### config.mk
export PLATFORM = sky130hd
export DESIGN_NAME = lcd_nibble_write_queue_top_flat
export DESIGN_NICKNAME = d
export VERILOG_FILES = /design/src/hdl/lnwq_pkg.sv /design/src/hdl/lnwq_channels.sv /design/src/hdl/lnwq_cell.sv /design/src/hdl/lnwq_serializer.sv /design/src/hdl/lcd_nibble_write_queue_top.sv /design/src/flat_wrapper.sv
export SDC_FILE = /design/constraint.sdc
export NUM_CORES = 1
export LEC_CHECK = 0
export BUFFER_PORTS_ARGS = -buffer_cell sky130_fd_sc_hd__buf_4
export CAP_MARGIN = 10
export CELL_PAD_IN_SITES_DETAIL_PLACEMENT = 1
export CELL_PAD_IN_SITES_GLOBAL_PLACEMENT = 2
export CORE_AREA = 2 2 173 175
export CTS_CLUSTER_DIAMETER = 60
export DETAILED_ROUTE_END_ITERATION = 16
export DIE_AREA = 0 0 175 177
export GPL_ROUTABILITY_DRIVEN = 0
export HOLD_SLACK_MARGIN = 0.1
export MAX_ROUTING_LAYER = met4
export PLACE_DENSITY = 0.78
export SYNTH_ARGS = -nofsm -noshare
export SYNTH_HDL_FRONTEND = slang
export SYNTH_SLANG_ARGS = --single-unit
export TNS_END_PERCENT = 10
### constraint.sdc
create_clock -name clock -period 2.55 [get_ports clock]
set_input_delay 0.3825 -clock clock [delete_from_list [all_inputs] [get_ports clock]]
set_output_delay 0.3825 -clock clock [all_outputs]
set_load 0.01 [all_outputs]
### src/hdl/lnwq_pkg.sv
package lnwq_pkg;

   typedef logic [7:0] char_type;
   typedef logic [6:0] word_type;
   typedef logic [2:0] step_type;

   localparam logic CMD_ENQUEUE = 1'b0;
   localparam logic CMD_DEQUEUE = 1'b1;

   localparam int CMD_MARK_IDX = 7;
   localparam int EN_IDX = 6;
   localparam word_type EN_BIT = 7'h40;
   localparam word_type END_WORD = 7'h00;

   localparam step_type STEP_HI_SETUP = 3'd0;
   localparam step_type STEP_HI_PULSE = 3'd1;
   localparam step_type STEP_HI_HOLD = 3'd2;
   localparam step_type STEP_LO_SETUP = 3'd3;
   localparam step_type STEP_LO_PULSE = 3'd4;
   localparam step_type STEP_LO_HOLD = 3'd5;
   localparam step_type STEP_END = 3'd6;

   typedef struct packed {
      logic shift;
      logic write;
   } cell_ctrl_type;

   typedef struct packed {
      logic busy;
      logic done;
   } ser_status_type;

endpackage

### src/hdl/lnwq_channels.sv
interface lnwq_req_if import lnwq_pkg::*; ();
   logic valid;
   logic ready;
   logic command;
   char_type byte_in;

   modport source(output valid, output command, output byte_in, input ready);
   modport sink(input valid, input command, input byte_in, output ready);
endinterface

interface lnwq_rsp_if import lnwq_pkg::*; ();
   logic valid;
   logic ready;
   word_type port_word;
   logic last;

   modport source(output valid, output port_word, output last, input ready);
   modport sink(input valid, input port_word, input last, output ready);
endinterface

### src/hdl/lnwq_cell.sv
module lnwq_cell import lnwq_pkg::*; (
   input  logic          clock,
   input  cell_ctrl_type ctrl,
   input  char_type      new_data,
   input  char_type      neighbor_data,
   output char_type      held_data
);

   char_type data_ff;
   char_type data_in;

   always_comb begin
      data_in = data_ff;
      if (ctrl.write) begin
         data_in = new_data;
      end else if (ctrl.shift) begin
         data_in = neighbor_data;
      end
   end

   always_ff @(posedge clock) begin
      data_ff <= data_in;
   end

   assign held_data = data_ff;

endmodule

### src/hdl/lnwq_serializer.sv
module lnwq_serializer import lnwq_pkg::*; (
   input  logic           clock,
   input  logic           reset,
   input  logic           load,
   input  char_type       load_data,
   output ser_status_type status,
   lnwq_rsp_if.source     rsp_ch
);

   logic     busy_ff;
   logic     busy_in;
   step_type step_ff;
   step_type step_in;
   char_type char_ff;
   char_type char_in;
   logic     beat;
   logic     rs;
   word_type hi_word;
   word_type lo_word;

   assign beat = busy_ff && rsp_ch.ready;
   assign rs = !char_ff[CMD_MARK_IDX];
   assign hi_word = {2'b00, rs, char_ff[7:4]};
   assign lo_word = {2'b00, rs, char_ff[3:0]};

   always_comb begin
      busy_in = busy_ff;
      step_in = step_ff;
      char_in = char_ff;
      if (load) begin
         busy_in = 1'b1;
         step_in = STEP_HI_SETUP;
         char_in = load_data;
      end else if (beat) begin
         if (step_ff == STEP_END) begin
            busy_in = 1'b0;
         end else begin
            step_in = step_ff + 3'd1;
         end
      end
   end

   always_ff @(posedge clock) begin
      if (reset) begin
         busy_ff <= 1'b0;
         step_ff <= STEP_HI_SETUP;
      end else begin
         busy_ff <= busy_in;
         step_ff <= step_in;
      end
      char_ff <= char_in;
   end

   always_comb begin
      case (step_ff)
         STEP_HI_SETUP: rsp_ch.port_word = hi_word;
         STEP_HI_PULSE: rsp_ch.port_word = hi_word | EN_BIT;
         STEP_HI_HOLD:  rsp_ch.port_word = hi_word;
         STEP_LO_SETUP: rsp_ch.port_word = lo_word;
         STEP_LO_PULSE: rsp_ch.port_word = lo_word | EN_BIT;
         STEP_LO_HOLD:  rsp_ch.port_word = lo_word;
         default:       rsp_ch.port_word = END_WORD;
      endcase
   end

   assign rsp_ch.valid = busy_ff;
   assign rsp_ch.last = (step_ff == STEP_END);
   assign status.busy = busy_ff;
   assign status.done = beat && (step_ff == STEP_END);

endmodule

### src/hdl/lcd_nibble_write_queue_top.sv
// Byte queue in front of a character display driven over a 4-bit bus.
// The req_ch channel takes beats with command and byte_in: an enqueue beat stores
// byte_in (dropped when the queue is full) and gives no result; a dequeue beat on
// a non-empty queue removes the oldest byte and sends seven beats on rsp_ch:
// high nibble setup, enable pulse, hold, the same for the low nibble, then a zero
// word with last set. A dequeue on an empty queue gives nothing.
// Storage is a row of QUEUE_DEPTH byte cells; a dequeue shifts every cell toward
// the head, and an enqueue writes the cell just past the stored bytes.
// After a dequeue beat the first rsp_ch word appears in the next cycle, and
// req_ch is ready again only in the cycle of the final beat, so no enqueue or
// dequeue is taken while the output serializer is still sending a byte.
// While rsp_ch stalls, the current word holds and req_ch is not ready.
// Reset (synchronous, active high) empties the queue.
module lcd_nibble_write_queue_top import lnwq_pkg::*; #(
   parameter int QUEUE_DEPTH = 32
) (
   input logic        clock,
   input logic        reset,
   lnwq_req_if.sink   req_ch,
   lnwq_rsp_if.source rsp_ch
);

   localparam int CNT_W = $clog2(QUEUE_DEPTH + 1);

   logic [CNT_W-1:0] count_ff;
   logic [CNT_W-1:0] count_in;
   logic             req_beat;
   logic             enq;
   logic             deq;
   logic             full;
   ser_status_type   ser_status;
   char_type         cell_data [QUEUE_DEPTH];

   assign full = (count_ff == CNT_W'(QUEUE_DEPTH));
   assign req_ch.ready = !ser_status.busy || ser_status.done;
   assign req_beat = req_ch.valid && req_ch.ready;
   assign enq = req_beat && (req_ch.command == CMD_ENQUEUE) && !full;
   assign deq = req_beat && (req_ch.command == CMD_DEQUEUE) && (count_ff != '0);

   always_comb begin
      count_in = count_ff;
      if (enq) begin
         count_in = count_ff + CNT_W'(1);
      end else if (deq) begin
         count_in = count_ff - CNT_W'(1);
      end
   end

   always_ff @(posedge clock) begin
      if (reset) begin
         count_ff <= '0;
      end else begin
         count_ff <= count_in;
      end
   end

   for (genvar i = 0; i < QUEUE_DEPTH; i++) begin : g_cell
      cell_ctrl_type ctrl;
      char_type      neighbor;

      assign ctrl.shift = deq;
      assign ctrl.write = enq && (count_ff == CNT_W'(i));

      if (i == QUEUE_DEPTH - 1) begin : g_tail
         assign neighbor = req_ch.byte_in;
      end else begin : g_mid
         assign neighbor = cell_data[i+1];
      end

      lnwq_cell u_cell (
         .clock         (clock),
         .ctrl          (ctrl),
         .new_data      (req_ch.byte_in),
         .neighbor_data (neighbor),
         .held_data     (cell_data[i])
      );
   end

   lnwq_serializer u_serializer (
      .clock     (clock),
      .reset     (reset),
      .load      (deq),
      .load_data (cell_data[0]),
      .status    (ser_status),
      .rsp_ch    (rsp_ch)
   );

endmodule

### src/flat_wrapper.sv
// flat-port wrapper written by rule: the top's interface ports become plain ports
module lcd_nibble_write_queue_top_flat import lnwq_pkg::*;
#(
   parameter int QUEUE_DEPTH = 32
)
  (clock, reset, req_ch_valid, req_ch_command, req_ch_byte_in, req_ch_ready, rsp_ch_valid, rsp_ch_port_word, rsp_ch_last, rsp_ch_ready);
  lnwq_req_if req_ch_i ();
  lnwq_rsp_if rsp_ch_i ();
  input logic clock;
  input logic reset;
  input wire logic [$bits(req_ch_i.valid)-1:0] req_ch_valid;
  input wire logic [$bits(req_ch_i.command)-1:0] req_ch_command;
  input wire logic [$bits(req_ch_i.byte_in)-1:0] req_ch_byte_in;
  output wire logic [$bits(req_ch_i.ready)-1:0] req_ch_ready;
  output wire logic [$bits(rsp_ch_i.valid)-1:0] rsp_ch_valid;
  output wire logic [$bits(rsp_ch_i.port_word)-1:0] rsp_ch_port_word;
  output wire logic [$bits(rsp_ch_i.last)-1:0] rsp_ch_last;
  input wire logic [$bits(rsp_ch_i.ready)-1:0] rsp_ch_ready;
  assign req_ch_i.valid = req_ch_valid;
  assign req_ch_i.command = req_ch_command;
  assign req_ch_i.byte_in = req_ch_byte_in;
  assign req_ch_ready = req_ch_i.ready;
  assign rsp_ch_valid = rsp_ch_i.valid;
  assign rsp_ch_port_word = rsp_ch_i.port_word;
  assign rsp_ch_last = rsp_ch_i.last;
  assign rsp_ch_i.ready = rsp_ch_ready;
  lcd_nibble_write_queue_top #(.QUEUE_DEPTH(QUEUE_DEPTH)) u_core (.clock(clock), .reset(reset), .req_ch(req_ch_i), .rsp_ch(rsp_ch_i));
endmodule
==> impl_metrics.tcl, run 1 <==
set metrics [dict create \
    skew_ps 9.01 \
    io_pins 23 \
    antenna_found_initial 0 \
    clkSinkCount 274 \
    wl_microns 26000 \
    min_from "rsp_ch_ready" \
    synth_commonest_cells "edfxtp_1, mux2_2, nand2_1" \
    yosysMostFrequentCell "edfxtp_1" \
    met3_usage_pct 2.38 \
    arrival_ps 2740 \
    synth_top_cell_area_share_pct 64.4 \
    grt_max_degree 33 \
    cp-startpoint "u_core.count_ff[0]" \
    timing.final.ws_setup_ps 101 \
    power.total_mw 11.6 \
    drive_gt1_share_pct 49.8 \
    dpl.hpwl_microns 16200 \
    grt_usage_pct 17.7 \
    place_ws_ps -3.15 \
    worstSetupStartpointType "register" \
    finalSetupViolations 0 \
    power_density_mw_per_mm2 826 \
    fin_crit_ps 2450 \
    syn_area_sq_mm 0.0123 \
    grt_first_pass_wirelength_microns 41600 \
    synth.distinct_cells 51 \
    grt_pass1_vias 7164 \
    coreArea_sq_mm 0.0292 \
    endpoint_kind "register" \
    rr_startpoint "u_core.count_ff[0]" \
    rows 63 \
    area_delta_synth_final_pct 14.2 \
    wl_per_cell_microns 21.8 \
    die_area_sq_mm 0.0310 \
    syn_avg_cell_area_sq_um 16.6 \
    first_iter_violations 332 \
    timing.hold.ws_ps 300 \
    placed_cell_area_sq_mm 0.0131 \
    netlist_instances 742 \
    period_share_pct 96.0 \
    hold_path_class "in2reg" \
    die_h_microns 177 \
    yosys-top-cells-area "edfxtp_1, mux2_2, dfxtp_1" \
    grtUsageMet1_pct 24.0 \
    drc_errors 0 \
    antenna-diode-count 0 \
    ir_worst_vdd_mv 0.564 \
    cts_buffer_depth 3 \
    status "finished, final reports clean" \
    post-place-cells 1138 \
    dr.pass1.iters 4 \
    p_leak_nw 4.90 \
    fmax_mhz 408 \
    slew_headroom_pct 39.0 \
    synth_edf_count 264 \
    ys_async_sr_fraction_pct 0 \
    maxCapViolations 0 \
    final-max-slew-violation-count 0 \
    syn-num-nets 764 \
    worstSkewPairLatency_ps 550 \
    portBuffers 21 \
    ant_nets 0 \
    vias 6475 \
    yosysTopAreaCell "edfxtp_1" \
    seq_area_frac_synth_pct 66.0 \
    final_cells 1194 \
    nNetsFinal 805 \
    design_area_sq_mm 0.0141 \
    utilization_pct 48.1 \
    fp.dieW_microns 175 \
    fin_tns_setup_ps 0 \
    start_util_pct 42.1 \
    htree_levels 1 \
    via_per_inst 5.42 \
    synth-main-ff-cell "edfxtp_1" \
    synth_seq_cells 274 \
    required_ps 2840 \
    tightest_slew_ps 915 \
    cts-root-buf "clkbuf_16" \
    busiest_layer "met2" \
    critPathKind "reg2reg" \
    overflow 0 \
    cp_max_fo 26 \
    clk_pin_slew_worst_paths_ps 60 \
    hold_viol_final 0 \
    cts_tree "built" \
    use_met2_pct 28.6 \
    ys_warn_count 0 \
    numCtsBuffers 30 \
    rsz0062_at_grt "true" \
    fill_cells 2780 \
]
## sequential cells by signal, indices dropped and copies added, names as in the netlist
signal and count:
u_core.g_cell.u_cell.held_data 256, u_core.u_serializer.char_ff 8, u_core.count_ff 6, u_core.u_serializer.step_ff 3
u_core.u_serializer.rsp_ch.valid 1
## cell type report
type | instances | area (sq um) | share of cell area, %
Clock inverter | 16 | 123 | 0.872
Multi-Input combinational cell | 410 | 4020 | 28.6
Sequential cell | 274 | 8130 | 57.8
Tap cell | 390 | 488 | 3.47
Inverter | 8 | 30.0 | 0.214
Clock buffer | 37 | 798 | 5.68
Timing Repair Buffer | 59 | 472 | 3.35
## critical path, cell delays in order, from the launching register on
cell and delay (ps):
dfxtp_1 350, inv_1 110, ha_1 240, nor4b_2 190
a221oi_4 270, buf_12 230, nor4b_4 210, buf_4 210
mux2_2 360
## layout by cell type (no fill, tap or decap), types with 2 or more instances in the layout
master,n
nand2_1,15
buf_4,53
inv_1,7
and2_1,2
or2_2,3
nand2b_1,2
nand2_4,6
clkinv_1,8
or2_4,2
nor2_2,3
nand4_1,6
buf_12,2
bufinv_16,2
dfxtp_1,10
nand2_2,11
ha_1,8
nor4b_4,2
nor3_1,5
nand3_2,5
o21ai_0,11
nor2b_1,3
and3_1,3
a22o_1,4
a21oi_1,9
nor2_1,19
nand4_2,13
mux2_2,250
edfxtp_1,264
clkbuf_1,6
clkbuf_16,31
clkinv_2,5
## kinds of logic (layout without fill, tap and decap cells)
logic type | count (synthesis) | after routing | synth area share [%]
other cells | 1 | 1 | 0.0305
xor+xnor | 2 | 2 | 0.142
mux | 252 | 252 | 23.0
fa+ha+maj | 9 | 9 | 0.915
compound gates | 37 | 37 | 2.12
flops | 274 | 274 | 66.0
simple gates | 109 | 109 | 5.76
buf+inv | 58 | 120 | 1.98
## path summary, 6_finish.rpt
| kind | depth (start not counted) | end | slack (ps) |
|---|---|---|---|
| max | 8 | u_core.g_cell[3].u_cell.held_data[2] | 100 |
| min | 4 | u_core.u_serializer.step_ff[2] | 300 |
| max reg2reg | 8 | u_core.g_cell[3].u_cell.held_data[2] | 100 |
| min reg2reg | 0 | u_core.u_serializer.char_ff[6] | 420 |
## report_power, final
| part | internal, mW | switching [mW] |
|---|---|---|
| clock network | 2.39 | 1.69 |
| registers | 5.72 | 0.177 |
| logic | 0.666 | 0.969 |
| total | 8.79 | 2.83 |
## repair_timing
action | CTS | global route
cloned | 0 | 0
hold endpoints to repair | 2 | 0
hold buffers | 1 | 0
gates resized for setup | 2 | 6
buffers inserted | 0 | 0
endpoints found under the setup margin | 9 | 204
## routing by layer
layer	vias up	wire length [microns]
met4	0	435
met2	103	12500
li1	2954	-
met1	3379	12200
met5	-	0
met3	39	889
(Power assumes the default switching activity.)
==> run 2, diff against run 1 <==
Settings changed: CELL_PAD_IN_SITES_DETAIL_PLACEMENT 1 to 0.
==> run 2 against run 1 <==
Against the previous run:
- clock power up 3%
- largest power group unchanged
- die area unchanged
- non-clock buffer count up 5
- wire length down 5.4%
==> impl_metrics.tcl, run 2 (synthesis gave the netlist of run 1 again) <==
set metrics [dict create \
    ir_worst_vdd_mv 0.494 \
    clk_pin_slew_worst_paths_ps 60 \
    antenna-diode-count 0 \
    die_h_microns 177 \
    busiest_layer "met2" \
    start_util_pct 42.1 \
    fmax_mhz 409 \
    numCtsBuffers 30 \
    grt_usage_pct 16.4 \
    grt_pass1_vias 6770 \
    first_iter_violations 457 \
    drive_gt1_share_pct 51.2 \
    via_per_inst 5.43 \
    arrival_ps 2740 \
    p_leak_nw 4.96 \
    tightest_slew_ps 935 \
    worstSkewPairLatency_ps 550 \
    rows 63 \
    crit_top_cell "buf_12" \
    largest_reg_flops 256 \
    endpoint_kind "register" \
    nNetsFinal 810 \
    maxCapViolations 0 \
    final-max-slew-violation-count 0 \
    period_share_pct 96.0 \
    coreArea_sq_mm 0.0292 \
    cts_tree "built" \
    io_pins 23 \
    critical-path-slowest-cell "a221oi_4" \
    ant_nets 0 \
    design_area_sq_mm 0.0142 \
    status "finished, final reports clean" \
    worstSetupStartpointType "register" \
    fp.dieW_microns 175 \
    finalSetupViolations 0 \
    grt_max_degree 33 \
    wl_microns 24600 \
    power_density_mw_per_mm2 826 \
    clkSinkCount 274 \
    skew_ps 11.0 \
    cts_buffer_depth 3 \
    slowest_delay_ps 370 \
    vias 6517 \
    dpl.hpwl_microns 15000 \
    reg2reg_slack_ps 100 \
    overflow 0 \
    rsz0062_at_grt "true" \
    final_common_cell "edfxtp_1" \
    required_ps 2840 \
    cts-root-buf "clkbuf_16" \
    wl_per_cell_microns 20.5 \
    final_cell_mix "edfxtp_1, mux2_2, buf_4, clkbuf_16, nor2_1" \
    slew_headroom_pct 37.7 \
    area_delta_synth_final_pct 15.4 \
    fin_tns_setup_ps 0 \
    met3_usage_pct 1.98 \
    critPathKind "reg2reg" \
    die_area_sq_mm 0.0310 \
    fin_crit_ps 2450 \
    placed_cell_area_sq_mm 0.0131 \
    hold_path_class "in2reg" \
    antenna_found_initial 0 \
    path_cells "inv_4 -> ha_4 -> nand4_1 -> a221oi_4 -> buf_12 -> buf_12 -> nor4b_4 -> buf_4 -> mux2_2" \
    use_met2_pct 25.9 \
    drc_errors 0 \
    portBuffers 21 \
    grtUsageMet1_pct 22.5 \
    htree_levels 1 \
    hold_viol_final 0 \
    dr.pass1.iters 5 \
    cp_max_fo 7 \
    grt_first_pass_wirelength_microns 38900 \
]
-- run 2: cell count changes in the layout (fill, tap and decap cells not counted), moves of 2 or more --
| cell | previous run | this run |
|---|---|---|
| clkbuf_1 | 6 | 3 |
| clkinvlp_4 | 1 | 4 |
| dfxtp_1 | 10 | 7 |
| buf_4 | 53 | 55 |
| clkbuf_16 | 31 | 33 |
| clkinv_1 | 8 | 6 |
| clkinv_2 | 5 | 3 |
| clkinv_4 | 0 | 2 |
| dfxtp_2 | 0 | 2 |
| inv_6 | 0 | 2 |
-- run 2: metal layers --
| metal | vias to the layer above | part of all wire, % | wire, microns |
|---|---|---|---|
| met1 | 3326 | 47 | 11400 |
| met5 | - | 0 | 0 |
| met4 | 0 | 2.4 | 592 |
| met3 | 45 | 4.5 | 1110 |
| met2 | 172 | 47 | 11500 |
| li1 | 2974 | - | - |
-- run 2: critical path: cells and delay by family, from the launching register on --
kind | cells | cell delay (ps)
fa+ha+maj | 1 | 140
simple gates | 2 | 450
buf+inv | 4 | 540
mux | 1 | 330
flops | 1 | 350
compound gates | 1 | 370
-- run 2: path summary, 6_finish.rpt --
check / startpoint / end / depth (start not counted)
max: u_core.u_serializer.step_ff[0] / u_core.g_cell[1].u_cell.held_data[0] / 9
min: rsp_ch_ready / u_core.u_serializer.step_ff[2] / 4
max reg2reg: u_core.u_serializer.step_ff[0] / u_core.g_cell[1].u_cell.held_data[0] / 9
min reg2reg: u_core.g_cell[0].u_cell.held_data[6] / u_core.u_serializer.char_ff[6] / 0
-- run 2: through the flow --
stage / std cells / power, mW / hold slack [ps] / util (%) / setup WS (ps)
2_1_floorplan: 742 / 7.03 / 400 / - / -99.6
5_1_grt: 1200 / 12.2 / 297 / 48.6 / -43.8
4_1_cts: 1193 / 11.8 / 254 / 48.1 / 22.9
6_report: 1200 / 11.7 / 279 / 48.6 / 103
3_3_place_gp: 1138 / 7.52 / 404 / 44.8 / 137
3_5_place_dp: 1138 / 7.57 / 405 / 44.8 / 55.0
-- run 2: layout make-up --
cell class | count | area, sq um
clock buffers | 34 | 787
clock inverters | 20 | 179
fillers | 2428 | 15000
inverters | 8 | 32.5
multi-input cells | 410 | 4030
flip-flops and latches | 274 | 8130
well taps | 390 | 488
repair buffers | 64 | 554
-- run 2: timing repair --
item	4_1_cts	5_1_grt
gates resized for setup	0	15
setup buffers	0	2
endpoints found under the setup margin	0	194
hold endpoints to repair	3	0
hold buffers	1	0
-- run 2: report_power, final --
part,switching (mW),internal [mW]
logic,0.961,0.689
clock network,1.77,2.43
registers,0.166,5.72
